$ cat src/rtl/core/pid_line_follow_steer_top_macros.svh
// ----------------------------------------------------------------------------
// pid_line_follow_steer_top_macros.svh
// Assertion macros shared by the steering controller RTL.
// Both macros expect clk and rst to be in scope.
// ----------------------------------------------------------------------------
`ifndef PID_LINE_FOLLOW_STEER_TOP_MACROS_SVH
`define PID_LINE_FOLLOW_STEER_TOP_MACROS_SVH

// Same-cycle implication, checked on every rising edge outside reset
`define PLFS_ASSERT_IMP(name, ante, cons) \
  name: assert property (@(posedge clk) disable iff (rst) (ante) |-> (cons)) \
    else $error("pid_line_follow_steer_top: same-cycle check failed");

// Next-cycle implication, checked on every rising edge outside reset
`define PLFS_ASSERT_NEXT(name, ante, cons) \
  name: assert property (@(posedge clk) disable iff (rst) (ante) |=> (cons)) \
    else $error("pid_line_follow_steer_top: next-cycle check failed");

`endif

$ cat src/rtl/core/plfs_pkg.sv
// ----------------------------------------------------------------------------
// plfs_pkg
// Widths, constants, micro-op codes and the control store of the
// line-follower steering controller.
// ----------------------------------------------------------------------------
package plfs_pkg;

  // Fixed-point setup
  localparam int INTEGRAL_WIDTH     = 24;
  localparam int GAIN_FRACTION_BITS = 8;

  // Field widths
  localparam int LEVEL_W = 8;
  localparam int SUM_W   = 10;
  localparam int THR_W   = 10;
  localparam int GAIN_W  = 16;
  localparam int ERR_W   = 10;
  localparam int QUOT_W  = 8;
  localparam int NUM_W   = 18;
  localparam int DUTY_W  = 8;
  localparam int IDX_W   = 2;
  localparam int CFG_W   = 16;
  localparam int CNT_W   = $clog2(QUOT_W);
  localparam int PROD_W  = INTEGRAL_WIDTH + GAIN_W + 1;
  localparam int ACC_W   = PROD_W + 2;
  localparam int PC_W    = 4;

  // Constants of the control law
  localparam int LINE_CENTER = 250;
  localparam int FULL_DUTY   = 255;
  localparam int NODE_DUTY_A = 252;
  localparam int NODE_DUTY_B = 255;

  // Register reset values
  localparam logic [THR_W-1:0]  THRESHOLD_RESET = THR_W'(140);
  localparam logic [GAIN_W-1:0] GAIN_P_RESET    = GAIN_W'(461);
  localparam logic [GAIN_W-1:0] GAIN_I_RESET    = GAIN_W'(0);
  localparam logic [GAIN_W-1:0] GAIN_D_RESET    = GAIN_W'(1216);

  // Configuration register indexes
  typedef enum logic [IDX_W-1:0] {
    REG_NODE_THRESHOLD    = 2'd0,
    REG_GAIN_PROPORTIONAL = 2'd1,
    REG_GAIN_INTEGRAL     = 2'd2,
    REG_GAIN_DERIVATIVE   = 2'd3
  } reg_idx_t;

  // Micro-operations, one-hot
  typedef enum logic [10:0] {
    OP_LOAD  = 11'b000_0000_0001,
    OP_DIV   = 11'b000_0000_0010,
    OP_PID   = 11'b000_0000_0100,
    OP_MUL_P = 11'b000_0000_1000,
    OP_MUL_I = 11'b000_0001_0000,
    OP_MUL_D = 11'b000_0010_0000,
    OP_ACC   = 11'b000_0100_0000,
    OP_SCALE = 11'b000_1000_0000,
    OP_OUT   = 11'b001_0000_0000,
    OP_NODE  = 11'b010_0000_0000,
    OP_NOP   = 11'b100_0000_0000
  } op_t;

  // Conditions that hold the step counter in place
  typedef enum logic [1:0] {
    STALL_NONE,
    STALL_NO_INPUT,
    STALL_OUT_BUSY
  } stall_t;

  // Jump conditions
  typedef enum logic [1:0] {
    JUMP_NONE,
    JUMP_ALWAYS,
    JUMP_IF_NODE,
    JUMP_IF_LOOP
  } jump_t;

  typedef struct packed {
    op_t              op;
    stall_t           stall;
    jump_t            jump;
    logic [PC_W-1:0]  target;
  } ctrl_word_t;

  // Program addresses
  localparam logic [PC_W-1:0] STEP_LOAD  = 4'd0;
  localparam logic [PC_W-1:0] STEP_DIV   = 4'd1;
  localparam logic [PC_W-1:0] STEP_PID   = 4'd2;
  localparam logic [PC_W-1:0] STEP_MUL_P = 4'd3;
  localparam logic [PC_W-1:0] STEP_MUL_I = 4'd4;
  localparam logic [PC_W-1:0] STEP_MUL_D = 4'd5;
  localparam logic [PC_W-1:0] STEP_ACC   = 4'd6;
  localparam logic [PC_W-1:0] STEP_SCALE = 4'd7;
  localparam logic [PC_W-1:0] STEP_OUT   = 4'd8;
  localparam logic [PC_W-1:0] STEP_NODE  = 4'd9;

  // Control store: one word per step
  function automatic ctrl_word_t ucode_rom(input logic [PC_W-1:0] pc);
    ctrl_word_t w;
    unique case (pc)
      STEP_LOAD:  w = '{OP_LOAD,  STALL_NO_INPUT, JUMP_IF_NODE, STEP_NODE};
      STEP_DIV:   w = '{OP_DIV,   STALL_NONE,     JUMP_IF_LOOP, STEP_DIV};
      STEP_PID:   w = '{OP_PID,   STALL_NONE,     JUMP_NONE,    STEP_LOAD};
      STEP_MUL_P: w = '{OP_MUL_P, STALL_NONE,     JUMP_NONE,    STEP_LOAD};
      STEP_MUL_I: w = '{OP_MUL_I, STALL_NONE,     JUMP_NONE,    STEP_LOAD};
      STEP_MUL_D: w = '{OP_MUL_D, STALL_NONE,     JUMP_NONE,    STEP_LOAD};
      STEP_ACC:   w = '{OP_ACC,   STALL_NONE,     JUMP_NONE,    STEP_LOAD};
      STEP_SCALE: w = '{OP_SCALE, STALL_NONE,     JUMP_NONE,    STEP_LOAD};
      STEP_OUT:   w = '{OP_OUT,   STALL_OUT_BUSY, JUMP_ALWAYS,  STEP_LOAD};
      STEP_NODE:  w = '{OP_NODE,  STALL_OUT_BUSY, JUMP_ALWAYS,  STEP_LOAD};
      default:    w = '{OP_NOP,   STALL_NONE,     JUMP_ALWAYS,  STEP_LOAD};
    endcase
    return w;
  endfunction

endpackage

$ cat src/rtl/core/pid_line_follow_steer_top.sv
// ----------------------------------------------------------------------------
// pid_line_follow_steer_top
// Line-follower steering controller: node detector, position estimate by
// restoring division, Q8.8 PID and differential wheel duties.
// ----------------------------------------------------------------------------
// One sensor sample is taken at a time. A sample that reaches the node
// threshold goes from the load step straight to the node step; any other
// sample passes through the load step, eight iterations of the radix-2
// divider loop, the PID update, three passes through the single shared
// multiplier, a final add, the scaling step and the output step. The next
// sample is taken as soon as the sequencer is back at its load step, even
// while the previous result still sits in the output register; the output
// and node steps wait only while that register is full and not taken.
// Configuration writes are always accepted (cfg_ready is tied high).
// ----------------------------------------------------------------------------
`include "pid_line_follow_steer_top_macros.svh"

module pid_line_follow_steer_top (
  input  logic        clk,
  input  logic        rst,
  // Sample input; s_tdata: left_level[7:0], center_level[15:8], right_level[23:16]
  input  logic        s_tvalid,
  output logic        s_tready,
  input  logic [23:0] s_tdata,
  // Result output; m_tdata: channel_a_duty[7:0], channel_b_duty[15:8]
  output logic        m_tvalid,
  input  logic        m_tready,
  output logic [15:0] m_tdata,
  // m_tuser: node_reached[0]
  output logic        m_tuser,
  // Configuration write channel
  input  logic        cfg_valid,
  output logic        cfg_ready,
  input  logic [plfs_pkg::IDX_W-1:0] cfg_index,
  input  logic [plfs_pkg::CFG_W-1:0] cfg_data
);

  localparam int W   = plfs_pkg::INTEGRAL_WIDTH;
  localparam int EW  = plfs_pkg::ERR_W;
  localparam int PW  = plfs_pkg::PROD_W;
  localparam int AW  = plfs_pkg::ACC_W;
  localparam int DW  = plfs_pkg::DUTY_W;
  localparam int LW  = plfs_pkg::LEVEL_W;
  localparam int SW  = plfs_pkg::SUM_W;
  localparam int QW  = plfs_pkg::QUOT_W;
  localparam int NW  = plfs_pkg::NUM_W;
  localparam int CW  = plfs_pkg::CNT_W;

  localparam logic [DW-1:0] DUTY_FULL   = DW'(plfs_pkg::FULL_DUTY);
  localparam logic [DW-1:0] DUTY_NODE_A = DW'(plfs_pkg::NODE_DUTY_A);
  localparam logic [DW-1:0] DUTY_NODE_B = DW'(plfs_pkg::NODE_DUTY_B);

  // Sequencer
  logic [plfs_pkg::PC_W-1:0] pc;
  logic [plfs_pkg::PC_W-1:0] pc_next;
  plfs_pkg::ctrl_word_t      uw;
  logic                      stalled;
  logic                      exec;
  logic                      jump_taken;

  // Configuration registers
  logic [plfs_pkg::THR_W-1:0]  node_threshold;
  logic [plfs_pkg::GAIN_W-1:0] gain_proportional;
  logic [plfs_pkg::GAIN_W-1:0] gain_integral;
  logic [plfs_pkg::GAIN_W-1:0] gain_derivative;

  // PID state
  logic signed [EW-1:0] previous_error;
  logic signed [W-1:0]  error_integral;

  // Datapath registers
  logic [SW-1:0]        sum;
  logic [SW-1:0]        rem;
  logic [QW-1:0]        qsh;
  logic [CW-1:0]        count;
  logic                 right_weaker;
  logic signed [EW-1:0] deriv;
  logic signed [PW-1:0] product;
  logic signed [AW-1:0] acc;
  logic                 e_neg;
  logic [DW-1:0]        e_mag;

  // Load-step logic
  logic [LW-1:0] left_c;
  logic [LW-1:0] center_c;
  logic [LW-1:0] right_c;
  logic [LW-1:0] side_c;
  logic [SW-1:0] sum_c;
  logic [SW-1:0] pos_num_c;
  logic [NW-1:0] num_c;
  logic          node_c;
  logic          rw_c;

  // Divider step
  logic [SW:0]   div_shift;
  logic [SW+1:0] div_diff;
  logic          div_bit;

  // PID step
  logic signed [EW-1:0] prop_c;
  logic signed [EW-1:0] deriv_c;
  logic [W:0]           int_sum;
  logic [W-1:0]         int_sat;

  // Multiplier and accumulator
  logic signed [W-1:0]             mul_a;
  logic [plfs_pkg::GAIN_W-1:0]     mul_b;
  logic signed [PW-1:0]            mul_p;
  logic signed [AW-1:0]            acc_add;
  logic [AW-1:0]                   acc_mag;
  logic [AW-1:0]                   acc_shift;
  logic [DW-1:0]                   e_mag_c;
  logic [DW-1:0]                   duty_slow;

  assign cfg_ready = 1'b1;
  assign s_tready  = (pc == plfs_pkg::STEP_LOAD);

  // Fetch the control word
  assign uw = plfs_pkg::ucode_rom(pc);

  // Decide whether the current step waits
  always_comb begin
    unique case (uw.stall)
      plfs_pkg::STALL_NONE:     stalled = 1'b0;
      plfs_pkg::STALL_NO_INPUT: stalled = !s_tvalid;
      plfs_pkg::STALL_OUT_BUSY: stalled = m_tvalid && !m_tready;
      default:                  stalled = 1'b0;
    endcase
  end
  assign exec = !stalled;

  // Evaluate the jump condition
  always_comb begin
    unique case (uw.jump)
      plfs_pkg::JUMP_NONE:    jump_taken = 1'b0;
      plfs_pkg::JUMP_ALWAYS:  jump_taken = 1'b1;
      plfs_pkg::JUMP_IF_NODE: jump_taken = node_c;
      plfs_pkg::JUMP_IF_LOOP: jump_taken = (count != CW'(QW - 1));
      default:                jump_taken = 1'b0;
    endcase
  end

  // Advance, jump or hold the step counter
  always_comb begin
    if (!exec) begin
      pc_next = pc;
    end else if (jump_taken) begin
      pc_next = uw.target;
    end else begin
      pc_next = pc + 1'b1;
    end
  end

  // Unpack the sample, form the sum, the node flag and the numerator
  always_comb begin
    left_c    = s_tdata[LW-1:0];
    center_c  = s_tdata[2*LW-1:LW];
    right_c   = s_tdata[3*LW-1:2*LW];
    sum_c     = SW'(left_c) + SW'(center_c) + SW'(right_c);
    node_c    = (sum_c >= node_threshold);
    rw_c      = (right_c <= left_c);
    side_c    = rw_c ? right_c : left_c;
    pos_num_c = (SW'(side_c) << 1) + SW'(center_c);
    num_c     = NW'(pos_num_c) * NW'(plfs_pkg::LINE_CENTER);
  end

  // One restoring division step
  always_comb begin
    div_shift = {rem, qsh[QW-1]};
    div_diff  = {1'b0, div_shift} - {2'b00, sum};
    div_bit   = !div_diff[SW+1];
  end

  // Error, saturating integral and difference
  always_comb begin
    if (sum == '0) begin
      prop_c = '0;
    end else begin
      prop_c = EW'(qsh) - EW'(plfs_pkg::LINE_CENTER);
    end
    deriv_c = prop_c - previous_error;
    int_sum = {error_integral[W-1], error_integral}
            + {{(W + 1 - EW){prop_c[EW-1]}}, prop_c};
    if (int_sum[W] != int_sum[W-1]) begin
      int_sat = int_sum[W] ? {1'b1, {(W - 1){1'b0}}} : {1'b0, {(W - 1){1'b1}}};
    end else begin
      int_sat = int_sum[W-1:0];
    end
  end

  // Select the multiplier operands
  always_comb begin
    unique case (uw.op)
      plfs_pkg::OP_MUL_P: begin
        mul_a = {{(W - EW){previous_error[EW-1]}}, previous_error};
        mul_b = gain_proportional;
      end
      plfs_pkg::OP_MUL_I: begin
        mul_a = error_integral;
        mul_b = gain_integral;
      end
      plfs_pkg::OP_MUL_D: begin
        mul_a = {{(W - EW){deriv[EW-1]}}, deriv};
        mul_b = gain_derivative;
      end
      default: begin
        mul_a = '0;
        mul_b = '0;
      end
    endcase
  end
  assign mul_p   = mul_a * $signed({1'b0, mul_b});
  assign acc_add = acc + {{(AW - PW){product[PW-1]}}, product};

  // Truncate toward zero and clamp the magnitude
  always_comb begin
    acc_mag   = acc[AW-1] ? (~acc + 1'b1) : acc;
    acc_shift = acc_mag >> plfs_pkg::GAIN_FRACTION_BITS;
    if (acc_shift > AW'(plfs_pkg::FULL_DUTY)) begin
      e_mag_c = DW'(plfs_pkg::FULL_DUTY);
    end else begin
      e_mag_c = acc_shift[DW-1:0];
    end
    duty_slow = DW'(plfs_pkg::FULL_DUTY) - e_mag;
  end

  // Control state: step counter, configuration, PID state, output valid
  always_ff @(posedge clk) begin
    if (rst) begin
      pc                <= plfs_pkg::STEP_LOAD;
      m_tvalid          <= 1'b0;
      node_threshold    <= plfs_pkg::THRESHOLD_RESET;
      gain_proportional <= plfs_pkg::GAIN_P_RESET;
      gain_integral     <= plfs_pkg::GAIN_I_RESET;
      gain_derivative   <= plfs_pkg::GAIN_D_RESET;
      previous_error    <= '0;
      error_integral    <= '0;
    end else begin
      pc <= pc_next;

      // Take configuration writes
      if (cfg_valid && cfg_ready) begin
        unique case (plfs_pkg::reg_idx_t'(cfg_index))
          plfs_pkg::REG_NODE_THRESHOLD:
            node_threshold <= cfg_data[plfs_pkg::THR_W-1:0];
          plfs_pkg::REG_GAIN_PROPORTIONAL: gain_proportional <= cfg_data;
          plfs_pkg::REG_GAIN_INTEGRAL:     gain_integral     <= cfg_data;
          plfs_pkg::REG_GAIN_DERIVATIVE:   gain_derivative   <= cfg_data;
          default: ;
        endcase
      end

      // Update or clear the PID state
      if (exec && uw.op == plfs_pkg::OP_PID) begin
        previous_error <= prop_c;
        error_integral <= int_sat;
      end else if (exec && uw.op == plfs_pkg::OP_NODE) begin
        previous_error <= '0;
        error_integral <= '0;
      end

      // Raise valid on a new result, drop it once the result is taken
      if (exec && (uw.op == plfs_pkg::OP_OUT || uw.op == plfs_pkg::OP_NODE)) begin
        m_tvalid <= 1'b1;
      end else if (m_tready) begin
        m_tvalid <= 1'b0;
      end
    end
  end

  // Datapath registers driven by the micro-op
  always_ff @(posedge clk) begin
    if (exec) begin
      unique case (uw.op)
        plfs_pkg::OP_LOAD: begin
          sum          <= sum_c;
          right_weaker <= rw_c;
          rem          <= num_c[NW-1:QW];
          qsh          <= num_c[QW-1:0];
          count        <= '0;
        end
        plfs_pkg::OP_DIV: begin
          rem   <= div_bit ? div_diff[SW-1:0] : div_shift[SW-1:0];
          qsh   <= {qsh[QW-2:0], div_bit};
          count <= count + 1'b1;
        end
        plfs_pkg::OP_PID: begin
          deriv <= deriv_c;
        end
        plfs_pkg::OP_MUL_P: begin
          product <= mul_p;
          acc     <= '0;
        end
        plfs_pkg::OP_MUL_I, plfs_pkg::OP_MUL_D: begin
          product <= mul_p;
          acc     <= acc_add;
        end
        plfs_pkg::OP_ACC: begin
          acc <= acc_add;
        end
        plfs_pkg::OP_SCALE: begin
          e_neg <= acc[AW-1];
          e_mag <= e_mag_c;
        end
        plfs_pkg::OP_OUT: begin
          m_tuser <= 1'b0;
          // Slow channel A when the steering side matches the error sign
          if (right_weaker == e_neg) begin
            m_tdata <= {DW'(plfs_pkg::FULL_DUTY), duty_slow};
          end else begin
            m_tdata <= {duty_slow, DW'(plfs_pkg::FULL_DUTY)};
          end
        end
        plfs_pkg::OP_NODE: begin
          m_tuser <= 1'b1;
          m_tdata <= {DW'(plfs_pkg::NODE_DUTY_B), DW'(plfs_pkg::NODE_DUTY_A)};
        end
        default: ;
      endcase
    end
  end

  // Checks
  `PLFS_ASSERT_NEXT(a_one_item_at_a_time, s_tvalid && s_tready, !s_tready)
  `PLFS_ASSERT_IMP(a_node_duties, m_tvalid && m_tuser, m_tdata == {DUTY_NODE_B, DUTY_NODE_A})
  `PLFS_ASSERT_IMP(a_one_wheel_full, m_tvalid && !m_tuser, m_tdata[7:0] == DUTY_FULL || m_tdata[15:8] == DUTY_FULL)
  `PLFS_ASSERT_IMP(a_error_not_positive, 1'b1, previous_error[EW-1] || previous_error == '0)
  `PLFS_ASSERT_NEXT(a_node_clears_state, exec && uw.op == plfs_pkg::OP_NODE, previous_error == '0 && error_integral == '0)

endmodule
$ cat config.mk
export PLATFORM = sky130hd
export DESIGN_NAME = pid_line_follow_steer_top
export DESIGN_NICKNAME = d
export VERILOG_FILES = /design/src/rtl/core/plfs_pkg.sv /design/src/rtl/core/pid_line_follow_steer_top.sv
export VERILOG_INCLUDE_DIRS = /design/src /design/src/rtl/core
export SDC_FILE = /design/constraint.sdc
export NUM_CORES = 2
export LEC_CHECK = 0
export ABC_AREA = 1
export BUFFER_PORTS_ARGS = -buffer_cell sky130_fd_sc_hd__buf_2
export CAP_MARGIN = 25
export CORE_ASPECT_RATIO = 0.8
export CORE_UTILIZATION = 50
export CTS_CLUSTER_SIZE = 8
export DETAILED_ROUTE_END_ITERATION = 10
export PLACE_DENSITY = 0.66
export SLEW_MARGIN = 25
export SYNTH_ARGS = -nofsm -noshare
export SYNTH_HDL_FRONTEND = slang
export SYNTH_SLANG_ARGS = --single-unit
$ cat constraint.sdc
create_clock -name clk -period 7.9 [get_ports clk]
set_clock_uncertainty 0.1 [all_clocks]
set_input_delay 1.58 -clock clk [delete_from_list [all_inputs] [get_ports clk]]
set_output_delay 1.58 -clock clk [all_outputs]
set_load 0.03 [all_outputs]
Word-level counts from Yosys, hierarchy flattened
Memories as Yosys holds them, arrays and structs flattened. A register that Yosys moved wholly into a read port is not among the register bits.
Cells that the tools add are included.
Word-level totals
  flip-flop bits (word level): 249
  latch bits: 0
  memory bits (writable): 0
  memory bits (read-only): 272
  output and inout port bits: 20
  word-level logic and storage cells: 118
  memories kept: 1
Operators by class
  add/sub/neg operators: 12
  multiply operators: 2
  div/mod/pow operators: 0
  $lt $le $gt $ge: 3
  equal/unequal tests: 21
  shifts and indexed selects: 0
  muxes and demuxes: 26
  bitwise gates (word level): 2
  reductions and logical operators: 31
Memory list
  (no name shown): words 16, width 17, read ports 1, clocked after Yosys merged registers in 1, wr ports 0, RTL line plfs_pkg.sv:100  | unique case (pc)
Operators with widths (count)
  2-to-1 mux 24 bit: 4
  case mux 43 bit (2 select lines): 1
  case mux 24 bit (3 select lines): 1
  case mux 16 bit (3 select lines): 1
  adder 43 x 1 -> 43 bit, second input constant: 1
  adder 43 bit: 1
  2-to-1 mux 43 bit: 1
  NOT 43 bit: 1
  multiplier 24 x 17 -> 41 bit: 1
  2-to-1 mux 10 bit: 4
  greater-than comparator 35 x 8 -> 1 bit, second input constant: 1
  case mux 16 bit (2 select lines): 1
  adder 24 x 10 -> 25 bit: 1
  AND reduction 2 bit: 11
  adder 9 x 8 -> 10 bit: 2
  case mux 10 bit (2 select lines): 1
  multiplier 10 x 7 -> 17 bit, second input constant: 1
  2-to-1 mux 16 bit: 1
  case mux 8 bit (2 select lines): 1
  2-to-1 mux 4 bit: 3
  subtractor 11 x 10 -> 12 bit: 1
  equality test 11 x 1 -> 1 bit, second input constant: 1
  equality test 11 x 10 -> 1 bit, second input constant: 1
  equality test 11 x 2 -> 1 bit, second input constant: 1
  34 further kinds: 54

Longest topological paths before layout
  word-level depth: 7
  depth in mapped cells: 38
  depth with buffers taken out: 38

Worst setup path after synthesis
Ideal clock, no wire load.
  path kind: in2reg
  start point: input port s_tdata[3]
  end point: register rem[9] (data pin)
  library setup time: 0.270 ns
  arrival time: 7.486 ns
  required time: 7.530 ns
  setup slack: 0.044 ns
  cell stages on the path: 32
  path through: inv_1 > ha_1 > nand2_1 > o41ai_2 > clkbuf_1 > a21oi_1 > ha_1 > fa_1 > nand3_1 > and2_1 > nor2_1 > o21ai_0 > nand2_1 > xnor2_1 > inv_1 > ha_1 > inv_1 > fa_1 > inv_1 > fa_1 > inv_1 > fa_1 > inv_1 > ha_1 > inv_1 > nor3_1 > nand3_1 > nand3_1 > nand3_1 > o21bai_1 > xor2_1 > o21ai_0
On the way
  longest elaborated chain between the ends: 5
RTL lines
  from (decl): RTL line pid_line_follow_steer_top.sv:24  | input logic [23:0] s_tdata,
  <= comparator 8 bit: RTL line pid_line_follow_steer_top.sv:161  | rw_c = (right_c <= left_c);
  net rw_c: RTL line pid_line_follow_steer_top.sv:92  | logic rw_c;
  2-to-1 mux 8 bit: RTL line pid_line_follow_steer_top.sv:162  | side_c = rw_c ? right_c : left_c;
  adder 9 x 8 -> 10 bit: RTL line pid_line_follow_steer_top.sv:163  | pos_num_c = (SW'(side_c) << 1) + SW'(center_c);
  multiplier 10 x 7 -> 17 bit: RTL line pid_line_follow_steer_top.sv:164  | num_c = NW'(pos_num_c) * NW'(plfs_pkg::LINE_CENTER);
  case mux 10 bit (2 select lines): RTL line pid_line_follow_steer_top.sv:274  | unique case (uw.op)
  to (signal assigned): RTL line pid_line_follow_steer_top.sv:278  | rem <= num_c[NW-1:QW];
  to (signal assigned): RTL line pid_line_follow_steer_top.sv:283  | rem <= div_bit ? div_diff[SW-1:0] : div_shift[SW-1:0];
  to (decl): RTL line pid_line_follow_steer_top.sv:73  | logic [SW-1:0] rem;
The timed path passes the listed nets, and every way through them passes these cells.
A chain may end at the register's enable or synchronous reset.

Worst setup path in the final report
  start point: register, netlist name uw[18]
  end point: register product[37] (data pin)
On the way
  longest elaborated chain between the ends: 3
  elaborated cells on any way between the ends: 6
  classes of those cells: mul (1); eq/ne (3); mux (2)
RTL lines
  equality test 11 x 6 -> 1 bit, or another cell as far along: RTL line pid_line_follow_steer_top.sv:193  | unique case (uw.op)
  case mux 24 bit (3 select lines) / case mux 16 bit (3 select lines) (equally long branches): RTL line pid_line_follow_steer_top.sv:193
  multiplier 24 x 17 -> 41 bit *: RTL line pid_line_follow_steer_top.sv:212  | assign mul_p = mul_a * $signed({1'b0, mul_b});
  net mul_p[37]: RTL line pid_line_follow_steer_top.sv:108  | logic signed [PW-1:0] mul_p;
  to (signal assigned): RTL line pid_line_follow_steer_top.sv:291  | product <= mul_p;
  to (signal assigned): RTL line pid_line_follow_steer_top.sv:295  | product <= mul_p;
  to (decl): RTL line pid_line_follow_steer_top.sv:78  | logic signed [PW-1:0] product;
The timed path passes the listed nets; every way through them passes the cells marked *.

==> summary.txt <==
STA
  – Setup violators final: 0
  – Final Max Slew Viols: 0
  – Final hold vios: 0
  – Unrepaired setup endpoints after global routing: true
  – Worst-Margin Slew: 1.04 ns
  – Final period utilization: 95.4%
  – Peak Freq: 133 MHz
  – Slew margin rel.: 30.5%
  – Crit path time final: 7.53 ns

Global routing
  – Vias in the first global route: 28,597
  – Largest net degree at the start of global routing: 59
  – Initial antenna violation count: 2
  – Total GRT Usage: 26.9%
  – Total grt overflow: 0
  – Global-route wire length before repair: 152 mm

Critical path
  – RR Endpoint: product[37]
  – Critical Path Start Type: flip-flop
  – Reg2reg start: uw[18]
  – CP Launch Point: uw[18]
  – CP required: 8.07 ns
  – FF-to-FF setup slack: 0.37 ns
  – Arrival @ worst endpoint: 7.71 ns
  – Kind of critical path: flip-flop to flip-flop
  – R2R cell count: 26
  – Crit path max fanout: 11
  – Worst setup EP type: flip-flop

Synth
  – Average cell area after synthesis: 7.59 um2
  – Yosys warnings: 0
  – Synth Net Count: 5,345
  – Asr flop ratio synth: 0%
  – Register bit total from synthesis: 262
  – Post-synthesis cell area: 35,000 um2
  – Post-synth top flop: edfxtp_1
  – Seq/Total Area, Yosys: 19.3%
  – Number of distinct library cells after synthesis: 59
  – Post-synth EDFFs: 152
  – Post-Synthesis Cells: 4,611

Power and ir drop
  – VDD IR max: 0.000618 V
  – Net Sw Power: 4.81 mW
  – Pleak: 20.1 nW
  – Int Power: 5.66 mW
  – Sw Share: 45.9%
  – Cell Pwr Density: 275 nW/um2
  – Reg power frac: 19.7%
  – Clock network power share: 15.4%
  – Combinational share of power: 65.0%

Final layout
  – FILL cells: 6,693
  – Seq. cell area: 6770 um2
  – Share of post-route cells with drive strength above 1: 6.70%
  – NumNets Final: 5,457
  – Core Util, Final: 55.0%
  – Area growth syn-to-layout: 8.68%
  – Post-route insts no fill: 5,674
  – Multi-input gate area: 23,700 um2

Placement
  – Dpl cells: 5,605
  – IO buf count: 65
  – Gpl congestion: 0.941
  – DP HPWL: 76.3 mm

Min path
  – Worst Hold Class: flip-flop to flip-flop
  – HP Start: gain_proportional[8]
  – Hold Path Sink: gain_proportional[8]
  – Hold Path Cell Cnt: 2

Die
  – Die area: 71,000 um2
  – Core area: 69,100 um2
  – I/O pin cnt: 67
  – Starting Density: 50.7%
  – # rows: 86
  – Die H: 239 um
  – Die Wd: 298 um

Routing
  – Vias per inst: 5.12
  – ANT nets after route: 0
  – Routed wire length: 92.8 mm
  – Routed vias: 29,041
  – Initial DRC Count: 2,133
  – First drt pass iteration count: 6
  – Post-route DRC: 0
  – Wire per inst: 16.4 um

Run
  – # Max-Cap Violations: 0

Clock tree
  – CTS Buf Count: 40
  – Clk_lat worst skew: 0.57 ns
  – Root buffer cell: clkbuf_16
  – Max clock buf depth: 3
  – TritonCTS Sinks: 262
  – Clock transition at path regs: 0.05 ns
  – Hold buffer count at CTS: 0
  – CTS tree: built
  – H-tree Lvls: 2

Outcome
  – Status: complete, no violations
area by class of cell:
type	count	area share (%)
Timing Repair Buffer	178	3.23
Multi-Input combinational cell	3172	62.3
Clock buffer	61	2.92
Antenna cell	2	0.0132
Inverter	1069	10.6
Sequential cell	262	17.8
Clock inverter	6	0.174
Tap cell	924	3.04
cells in the mapped netlist, types with 9 or more instances:
master	number	share of area, %
nand3b_1	9	0.19
clkbuf_1	30	0.32
o21ai_1	23	0.33
inv_1	1050	11
o211ai_2	10	0.36
nor2_1	353	3.8
o21bai_1	29	0.62
o21ai_0	170	2.4
nand4_1	40	0.72
dfxtp_1	110	6.3
o211ai_1	9	0.19
edfxtp_1	152	13
o21a_1	9	0.19
nand3_1	167	2.4
buf_4	25	0.54
buf_2	37	0.53
nand2_1	1127	12
fa_1	421	24
a21o_1	16	0.34
ha_1	266	9.5
xor2_1	60	1.5
xnor2_1	47	1.2
a31oi_1	10	0.18
inv_2	16	0.17
a21oi_1	284	4.1
nand2_8	11	0.63
nor3_1	35	0.50
buf_6	14	0.45
worst max-delay path by stage:
stage | to | depth (start not counted) | slack [ns]
4_1_cts | product[40] | 27 | 0.27
3_5_place_dp | rem[9] | 27 | -0.13
2_1_floorplan | rem[9] | 32 | 0.04
6_report | product[37] | 26 | 0.37
3_3_place_gp | rem[9] | 36 | -0.05
5_1_grt | product[36] | 33 | -0.03
placed cells by master (no fill, tap or decap), types with 15 or more instances in the layout:
master,synthesis,routed
nand2_1,1127,1126
inv_1,1050,1049
fa_1,421,421
nor2_1,353,351
a21oi_1,284,282
ha_1,266,266
o21ai_0,170,167
nand3_1,167,165
edfxtp_1,152,152
dfxtp_1,110,110
buf_4,25,108
buf_2,37,65
xor2_1,60,60
xnor2_1,47,47
clkbuf_16,0,41
nand4_1,40,40
nor3_1,35,34
o21bai_1,29,29
o21ai_1,23,26
clkbuf_1,30,19
a21o_1,16,16
inv_2,16,15
cell families after synthesis:
logic type,synth area share [%]
adders and majority gates,33.6
other,0.0107
DFF,19.3
buffers and inverters,13.4
AOI/OAI and AO/OA,9.83
xor gates and xnor gates,2.68
and+or+nand+nor,21.2
worst max-delay path, cell delays in order (launching register included):
cell and delay (ns):
dfxtp_1 0.30, nor2_1 0.16, inv_2 0.05, nor2_2 0.14
inv_2 0.11, nor2_8 0.17, nand2_4 0.19, o221ai_2 0.70
nand2_1 0.24, fa_1 0.80, fa_1 0.45, inv_1 0.14
fa_1 0.48, fa_1 0.52, fa_1 0.54, inv_1 0.05
fa_1 0.52, inv_1 0.04, ha_1 0.38, nand2_1 0.12
nor2_1 0.11, inv_1 0.07, nor4_1 0.33, buf_4 0.18
nand3b_1 0.07, nand3_1 0.14, xor2_1 0.10
power by group through the flow:
stage          Sequential [mW]  Combinational (mW)  Clock (mW)
2_1_floorplan             2.06                4.77           0
5_1_grt                   2.08                7.81        1.69
3_3_place_gp              2.08                6.65           0
6_report                  2.06                6.80        1.61
4_1_cts                   2.06                6.74        1.64
3_5_place_dp              2.08                6.70           0
registers in the layout (all words and copies together) (netlist names), 3 cells and up:
register           cells
count                  3
gain_proportional     16
node_threshold        10
gain_integral         16
previous_error         9
uw                    14
pc                     4
error_integral        24
qsh                    8
e_mag                  8
acc                   43
m_tdata               16
sum                   10
rem                   10
product               41
gain_derivative       16
deriv                 10
timing repair:
action,4_1_cts,5_1_grt
endpoints found under the setup margin,0,10
buffers inserted,0,0
resized for setup,0,15
metal layers:
layer	vias to the layer above	GRT usage [%]	share of wire [%]
met5	-	0	0
met4	0	5.39	1.6
met3	95	4.18	7.5
met2	847	41.2	42
met1	13690	40.3	49
li1	14409	-	-
metrics by stage:
stage	worst slack [ns]	instance area [um2]	hold WS (ns)	total power, mW	TNS, ns
2_1_floorplan	0.0444	35000	0.324	6.83	0
3_3_place_gp	-0.0460	36800	0.339	8.73	-0.0805
3_5_place_dp	-0.134	36800	0.345	8.78	-0.172
4_1_cts	0.274	37900	0.357	10.4	0
5_1_grt	-0.0330	38000	0.372	11.6	-0.0611
6_report	0.365	38000	0.357	10.5	0
Note: power is estimated with default switching activity, not from simulation.
